## config.mk

```make
export PLATFORM = sky130hd
export DESIGN_NAME = tmcl_blink_div
export DESIGN_NICKNAME = d
export VERILOG_FILES = /design/src/text_mode_cell_line_fetch_unit_defines.svh /design/src/tmcl_pkg.sv /design/src/tmcl_blink_div.sv
export SDC_FILE = /design/constraint.sdc
export NUM_CORES = 1
export LEC_CHECK = 0
export BUFFER_PORTS_ARGS = -buffer_cell sky130_fd_sc_hd__buf_2
export CAP_MARGIN = 5
export CORE_ASPECT_RATIO = 0.9
export CORE_MARGIN = 1.5
export CORE_UTILIZATION = 40
export CTS_CLUSTER_DIAMETER = 50
export CTS_CLUSTER_SIZE = 24
export DETAILED_ROUTE_END_ITERATION = 10
export GPL_TIMING_DRIVEN = 0
export PLACE_DENSITY = 0.56
export SLEW_MARGIN = 20
export SYNTH_ARGS = -nofsm -noshare
export SYNTH_HDL_FRONTEND = slang
export SYNTH_SLANG_ARGS = --single-unit
```

## constraint.sdc

```tcl
create_clock -name clk_i -period 6.6 [get_ports clk_i]
set_clock_uncertainty 0.1 [all_clocks]
set_input_delay 0.99 -clock clk_i [delete_from_list [all_inputs] [get_ports clk_i]]
set_output_delay 0.99 -clock clk_i [all_outputs]
set_load 0.05 [all_outputs]
```

## src/text_mode_cell_line_fetch_unit_defines.svh

```systemverilog
// Assertion macros shared by the text mode cell line fetch unit.
`ifndef TEXT_MODE_CELL_LINE_FETCH_UNIT_DEFINES_SVH
`define TEXT_MODE_CELL_LINE_FETCH_UNIT_DEFINES_SVH

// Same-cycle implication, checked on the unit clock, off during reset.
`define TMCL_ASSERT_SAME(lbl, ante, cons) \
  lbl: assert property (@(posedge clk_i) disable iff (!rst_ni) (ante) |-> (cons)) \
    else $error("tmcl: same-cycle check failed");

// Next-cycle implication, checked on the unit clock, off during reset.
`define TMCL_ASSERT_NEXT(lbl, ante, cons) \
  lbl: assert property (@(posedge clk_i) disable iff (!rst_ni) (ante) |=> (cons)) \
    else $error("tmcl: next-cycle check failed");

`endif

```

## src/tmcl_pkg.sv

```systemverilog
// Types, constants and tables of the text mode cell line fetch unit.
`default_nettype none

package tmcl_pkg;

  localparam int VRAM_DEPTH      = 2048;
  localparam int GLYPH_LINES     = 16;
  localparam int MAX_COLUMNS     = 80;
  localparam int MAX_FRAME_LINES = 256;

  localparam int VRAM_AW      = $clog2(VRAM_DEPTH);
  localparam int GLYPH_LINE_W = $clog2(GLYPH_LINES);
  localparam int GLYPH_AW     = 8 + GLYPH_LINE_W;
  localparam int GLYPH_DEPTH  = 1 << GLYPH_AW;

  // field widths
  localparam int FUNC_W   = 2;
  localparam int MADDR_W  = 12;
  localparam int BYTE_W   = 8;
  localparam int ROW_W    = 8;
  localparam int COL_W    = 8;
  localparam int LINE_W   = 5;
  localparam int TIME_W   = 40;
  localparam int HEIGHT_W = 9;
  localparam int ADDR_W   = 11;
  localparam int MODE_W   = 2;
  localparam int CFG_IDX_W  = 3;
  localparam int CFG_DATA_W = 11;

  localparam int LINES_W    = LINE_W + 1;
  localparam int LINE_CODES = 1 << LINE_W;
  localparam int ROWS_W     = $clog2(MAX_FRAME_LINES + 1);
  localparam int ADDR_SUM_W = 17;

  localparam logic [HEIGHT_W-1:0] EMPTY_HEIGHT = HEIGHT_W'(225);
  localparam logic [BYTE_W-1:0]   CURSOR_BYTE  = 8'hff;

  // reset values of the registers
  localparam logic [COL_W-1:0]  RST_COLUMNS    = COL_W'(80);
  localparam logic [ROW_W-1:0]  RST_ROWS       = ROW_W'(25);
  localparam logic [LINE_W-1:0] RST_MAX_SCAN   = LINE_W'(8);
  localparam logic [LINE_W-1:0] RST_CURSOR_END = LINE_W'(31);

  // blink: floor(t / half) = floor((t >> shift) / BLINK_BASE)
  localparam int FAST_HALF_PERIOD = 1000000;
  localparam int BLINK_SHIFT      = 6;
  localparam int BLINK_BASE       = FAST_HALF_PERIOD / (1 << BLINK_SHIFT);
  localparam int BLINK_MOD        = 2 * BLINK_BASE;
  localparam int REM_W            = $clog2(BLINK_MOD);
  localparam int DIV_BITS         = 4;
  localparam int DIV_STEPS        = (TIME_W - BLINK_SHIFT + DIV_BITS - 1) / DIV_BITS;
  localparam int DIV_X_W          = DIV_STEPS * DIV_BITS;
  localparam int DIV_CNT_W        = $clog2(DIV_STEPS);

  typedef enum logic [FUNC_W-1:0] {
    FUNC_VRAM_WR  = 2'd0,
    FUNC_GLYPH_WR = 2'd1,
    FUNC_FETCH    = 2'd2
  } tmcl_func_e;

  typedef enum logic [CFG_IDX_W-1:0] {
    CFG_COLUMNS      = 3'd0,
    CFG_ROWS         = 3'd1,
    CFG_MAX_SCAN     = 3'd2,
    CFG_START_ADDR   = 3'd3,
    CFG_CURSOR_ADDR  = 3'd4,
    CFG_CURSOR_MODE  = 3'd5,
    CFG_CURSOR_FIRST = 3'd6,
    CFG_CURSOR_LAST  = 3'd7
  } tmcl_cfg_e;

  typedef enum logic [MODE_W-1:0] {
    CURSOR_STEADY = 2'd0,
    CURSOR_OFF    = 2'd1,
    CURSOR_FAST   = 2'd2,
    CURSOR_SLOW   = 2'd3
  } tmcl_cursor_e;

  typedef enum logic [2:0] {
    S_CLEAR,
    S_IDLE,
    S_CALC,
    S_VRAM,
    S_BLINK,
    S_GLYPH,
    S_OUT
  } tmcl_state_e;

  typedef struct packed {
    logic [FUNC_W-1:0]  func;
    logic [MADDR_W-1:0] mem_address;
    logic [BYTE_W-1:0]  mem_data;
    logic [ROW_W-1:0]   text_row;
    logic [COL_W-1:0]   text_column;
    logic [LINE_W-1:0]  scan_line;
    logic [TIME_W-1:0]  time_count;
  } tmcl_in_t;

  typedef struct packed {
    logic [BYTE_W-1:0]   pixel_bits;
    logic                cell_visible;
    logic [HEIGHT_W-1:0] frame_height;
  } tmcl_out_t;

  typedef struct packed {
    logic done;
    logic odd;
  } tmcl_div_stat_t;

  // rows that fit the frame, indexed by lines minus one
  typedef logic [LINE_CODES-1:0][ROWS_W-1:0] tmcl_rows_tab_t;

  function automatic tmcl_rows_tab_t build_rows_fit();
    tmcl_rows_tab_t tab;
    int l;
    int r;
    tab = '0;
    for (l = 0; l < LINE_CODES; l++) begin
      for (r = 0; r <= MAX_FRAME_LINES; r++) begin
        if (r * (l + 1) <= MAX_FRAME_LINES) tab[l] = ROWS_W'(r);
      end
    end
    return tab;
  endfunction

  localparam tmcl_rows_tab_t ROWS_FIT = build_rows_fit();

endpackage

`default_nettype wire

```

## src/tmcl_blink_div.sv

```systemverilog
// Iterative remainder unit: parity of a dividend over the blink base period.
`default_nettype none

module tmcl_blink_div (
  input  wire logic                         clk_i,
  input  wire logic                         rst_ni,
  input  wire logic                         start_i,
  input  wire logic [tmcl_pkg::DIV_X_W-1:0] dividend_i,
  output tmcl_pkg::tmcl_div_stat_t          stat_o
);

  logic                           busy_q, busy_d;
  logic                           done_q, done_d;
  logic [tmcl_pkg::DIV_CNT_W-1:0] cnt_q, cnt_d;
  logic [tmcl_pkg::DIV_X_W-1:0]   x_q, x_d;
  logic [tmcl_pkg::REM_W-1:0]     rem_q, rem_d;
  logic [tmcl_pkg::REM_W-1:0]     rem_step;

  // DIV_BITS dividend bits per cycle, remainder kept below BLINK_MOD
  always_comb begin
    logic [tmcl_pkg::REM_W:0] r;
    r = {1'b0, rem_q};
    for (int k = 0; k < tmcl_pkg::DIV_BITS; k++) begin
      r = {r[tmcl_pkg::REM_W-1:0], x_q[tmcl_pkg::DIV_X_W-1-k]};
      if (r >= (tmcl_pkg::REM_W + 1)'(tmcl_pkg::BLINK_MOD)) begin
        r = r - (tmcl_pkg::REM_W + 1)'(tmcl_pkg::BLINK_MOD);
      end
    end
    rem_step = r[tmcl_pkg::REM_W-1:0];
  end

  always_comb begin
    busy_d = busy_q;
    done_d = 1'b0;
    cnt_d  = cnt_q;
    x_d    = x_q;
    rem_d  = rem_q;
    if (start_i) begin
      busy_d = 1'b1;
      cnt_d  = '0;
      x_d    = dividend_i;
      rem_d  = '0;
    end else if (busy_q) begin
      x_d   = x_q << tmcl_pkg::DIV_BITS;
      rem_d = rem_step;
      cnt_d = cnt_q + 1'b1;
      if (cnt_q == tmcl_pkg::DIV_CNT_W'(tmcl_pkg::DIV_STEPS - 1)) begin
        busy_d = 1'b0;
        done_d = 1'b1;
      end
    end
  end

  always_ff @(posedge clk_i or negedge rst_ni) begin
    if (!rst_ni) begin
      busy_q <= 1'b0;
      done_q <= 1'b0;
      cnt_q  <= '0;
    end else begin
      busy_q <= busy_d;
      done_q <= done_d;
      cnt_q  <= cnt_d;
    end
  end

  always_ff @(posedge clk_i) begin
    x_q   <= x_d;
    rem_q <= rem_d;
  end

  // quotient is odd when the remainder mod twice the base reaches the base
  assign stat_o.done = done_q;
  assign stat_o.odd  = (rem_q >= tmcl_pkg::REM_W'(tmcl_pkg::BLINK_BASE));

endmodule

`default_nettype wire

```

==> results.md <==
Outcome:
- The flow ran to the end, and the final reports show no timing, DRC or antenna violations.

Yosys:
- When the netlist entered floorplanning its net count stood at 599.
- The synthesized design contains 57 register bits.
- The area share of the largest cell type after synthesis is 21.3%.
- The netlist area before placement is 0.00506 mm^2.
- The synthesized design spends more area on one cell type than any other, namely edfxtp_1.
- The count of warnings emitted by yosys is 0.
- The count of cell types in the netlist is 92.
- The predominant post-synthesis flop cell is edfxtp_1.
- Averaged over all synthesized cells, the footprint is 9.16 um^2.
- For this run, asynchronously set or reset flops after synthesis account for 10.5%.
- Sequential elements use 30.2% of the synthesized area.
- Yosys attributes the largest share of cell area to edfxtp_1 (21%), mux2_2 (7.3%), dfxtp_1 (5.9%).
- Synthesis produced 553 cells.
- The count of flip-flops with a built-in enable after synthesis is 36.

Clock network:
- The clock-pin slew reported for the worst setup and hold paths after clock tree synthesis is 0.06 ns.
- Clock latency on the worst-skew pair, taken at its later pin, is 0.33 ns.
- TritonCTS built the clock tree.
- The total clock buffers created by CTS is 9.
- CTS built an H-tree with a depth of 3.
- Counting along the longest clock path gives a buffer depth of 2.
- The buffer type at the clock tree root is clkbuf_16.
- The post-CTS setup buffer count is 0.
- The total clock sinks is 57.

Detailed routing:
- After detailed routing, the number of vias per cell comes to 6.14.
- Dividing the detail-routed wire length by the instance count gives 19.8 um.
- The via count is 4717.
- The met1 wire length is 7230 um.
- For this run, the detailed router's first-pass iteration total came to 5.
- The number of nets with antenna violations after routing is 0.
- The number of DRC markers after the initial detailed-route iteration is 597.
- The highest metal layer carrying signal wires in the routed design is met4.
- The amount of wire on met3 after detailed routing is 1070 um.
- The total wire length after detailed routing is 15200 um.
- After detailed routing, the number of remaining DRC violations is 0.
- Summed over all nets, wire length on met2 after detailed routing comes to 6570 um.

Worst hold path:
- The worst min-delay path class is primary input to asynchronous set/reset pin.

Worst setup path:
- The kind of capture point of the worst setup path is a flop.
- The startpoint of the worst setup timing path is rem_q[1]$_SDFFE_PP0P_.
- Along the worst path, the maximum fanout reaches 10.
- The maximum cell stage delay along the critical path is 0.47 ns.
- The start of the worst register-to-register path is rem_q[1]$_SDFFE_PP0P_.
- Among all stages on the critical path, the largest delay is contributed by o311ai_1.
- The critical path in this run is classified as flop to flop.
- The critical path goes through buf_2 -> inv_1 -> ha_1 -> nand2b_1 -> a211oi_1 -> o21ai_0 -> a22oi_1 -> o211ai_1 -> a31oi_2 -> clkbuf_2 -> xnor2_1 -> ha_1 -> nand2_1 -> mux2i_1 -> nor2b_1 -> o211ai_1 -> a211oi_1 -> or3_1 -> buf_2 -> o211ai_2 -> nand2_1 -> o311ai_1.
- The critical path data arrival time is 6.29 ns.
- In this run the critical register-to-register path is captured at rem_q[4]$_SDFFE_PP0P_.
- The reg2reg setup slack is 0.40 ns.
- The cell count along the critical path is 22.
- The required time at the worst-slack endpoint is 6.69 ns.
- The number of cell instances on the worst register-to-register path is 22.
- Broken down by cell family, the worst path's largest delay share belongs to compound AO/OA/AOI/OAI gates.
- Counting both buffers and inverters, the worst setup path holds a total of 4.
- The most critical setup path has its endpoint at rem_q[4]$_SDFFE_PP0P_.
- The critical path launch point type is a flop.

Placed design:
- The count of buffers from port buffering is 39.
- The HPWL after detailed placement is 11600 um.
- At the end of routability-driven placement, the weighted congestion stood at 0.933.
- The number of placed instances, taps included, is 752.

GRT:
- The number of antenna violations at the first check in global routing was 0.
- The global-route wire length before repair is 23900 um.
- The remaining global-route overflow is 0.
- Entering global routing, the biggest net connects 37 pins.
- The via count of the first global-routing pass is 4438.
- Across every metal layer, demand over resource in global routing totals 23.5%.

Finish:
- The multi-input gate area in the final layout is 0.00328 mm^2.
- For this run, the post-layout net count is 649.
- Fill cells in the final layout number 1152.
- The most common library cell in the layout ignoring fill and taps is buf_2.
- The sequential cells in the finished layout cover a total of 0.00153 mm^2.
- The library cells used most frequently in the layout, excluding fill and tap cells, are buf_2 (48), nor2_1 (44), nand2_1 (44).
- The area growth from synthesis to layout is 14.2%.
- The number of inserted diodes is 0.
- In the final layout, the share of cells above drive strength 1 is 23.2%.
- The final instance count without filler cells is 768.

Timing:
- Setup repair after global routing left no endpoint under its margin.
- The minimum period implied by the final worst setup slack is 6.20 ns.
- The final worst-path cycle share is 94.0%.
- The number of max-slew violations in the final report was 0.
- The highest clock frequency the design can meet is 161 MHz.
- In this run the tightest slew margin relative to its limit is 43.9%.
- In the final timing run, aggregate negative setup slack is 0 ns.
- The final count of hold timing violations is 0.
- Setup violations remaining at the end of the flow were counted as 0.
- At the pin with the least slew margin, the transition time is 0.842 ns.

Floorplanning:
- The region available for standard cell placement spans 0.0122 mm^2.
- In this run the vertical extent of the chip is 110 um.
- After floorplanning, the core was divided into 38 placement rows.
- For this configuration, the core starts out at a cell density of 41.4%.
- During I/O placement, the number of pins put on the boundary was 41.
- In this run the horizontal extent of the chip is 122 um.
- The die covers 0.0133 mm^2.

Job:
- Max-cap violations in this run came to 0.

Power and ir drop:
- The peak supply drop is 209 uV.
- In this run the static leakage power is 0.00221 uW.
- In this run the power density over the cells is 504 mW/mm^2.
==> repair_timing <==
action	4_1_cts	5_1_grt
setup endpoints to repair	0	3
resized for setup	0	2
hold buffers	0	0
==> power breakdown <==
group          internal (uW)  switching (uW)
combinational            685            1240
clock                    329             168
sequential               445            43.8
total                   1460            1460
==> metal layers <==
| layer | GRT usage (%) | vias up |
|---|---|---|
| met5 | 0 | - |
| met4 | 7.73 | 0 |
| met3 | 4.67 | 29 |
| met2 | 34.9 | 175 |
| met1 | 34.0 | 2275 |
| li1 | - | 2238 |
==> registers in the layout, summed over array words and instances, names as in the netlist <==
register and flops:
x_q 36, rem_q 15, cnt_q 4, busy_q 1, done_q 1
==> cell usage after synthesis, drive strengths merged (7+ instances only) <==
| library cell | instances |
|---|---|
| nand2 | 45 |
| nor2 | 44 |
| edfxtp | 36 |
| mux2 | 33 |
| xnor2 | 26 |
| o21ai | 25 |
| a21oi | 19 |
| buf | 18 |
| clkbuf | 18 |
| nor3 | 16 |
| a211oi | 15 |
| dfxtp | 15 |
| inv | 15 |
| nand3 | 15 |
| mux2i | 14 |
| and2 | 13 |
| xor2 | 11 |
| a31oi | 9 |
| o211ai | 8 |
| or3 | 8 |
| ha | 7 |
| nand4 | 7 |
| or2 | 7 |
==> layout make-up <==
type	instances	area share, %
clock inverter	7	1.65
timing repair buffer	39	3.38
inverter	16	1.04
clock buffer	9	3.90
tap	160	3.46
sequential	57	26.5
buffer	36	3.40
multi-input combinational	444	56.7
==> worst min path at each step <==
stage	startpoint	to	slack, ns	depth (start not counted)
3_3_place_gp	cnt_q[3]$_DFFE_PN0P_	cnt_q[3]$_DFFE_PN0P_	0.42	2
2_1_floorplan	x_q[32]$_DFFE_PP_	rem_q[0]$_SDFFE_PP0P_	0.36	2
3_5_place_dp	x_q[32]$_DFFE_PP_	rem_q[0]$_SDFFE_PP0P_	0.40	2
4_1_cts	rst_ni	cnt_q[0]$_DFFE_PN0P_	0.36	1
6_report	rst_ni	cnt_q[3]$_DFFE_PN0P_	0.37	1
5_1_grt	rst_ni	cnt_q[0]$_DFFE_PN0P_	0.37	1
==> logic make-up (layout without fill, tap and decap cells) <==
family | after synthesis | after routing | share of synthesized area [%]
AO/OA/AOI/OAI | 164 | 164 | 26.7
multiplexers | 47 | 47 | 10.1
AND/OR/NAND/NOR | 189 | 189 | 19.4
flip-flops | 57 | 57 | 30.2
XOR/XNOR | 37 | 37 | 6.70
adder cells (fa/ha/maj) | 7 | 7 | 1.73
buffers and inverters | 52 | 107 | 5.04
==> through the flow <==
| stage | area, um^2 | worst slack [ns] | total power (uW) | utilization (%) | hold WS [ns] |
|---|---|---|---|---|---|
| finish | 5780 | 0.399 | 2920 | 47.3 | 0.372 |
| global route | 5780 | 0.0175 | 3100 | 47.3 | 0.374 |
| CTS | 5780 | 0.298 | 2880 | 47.3 | 0.363 |
| detailed placement | 5460 | 0.379 | 2370 | 44.7 | 0.397 |
| global placement | 5460 | 0.402 | 2350 | 44.7 | 0.424 |
| floorplan | 5060 | 1.72 | 1920 | - | 0.356 |
Power figures use the tool's default switching activity.
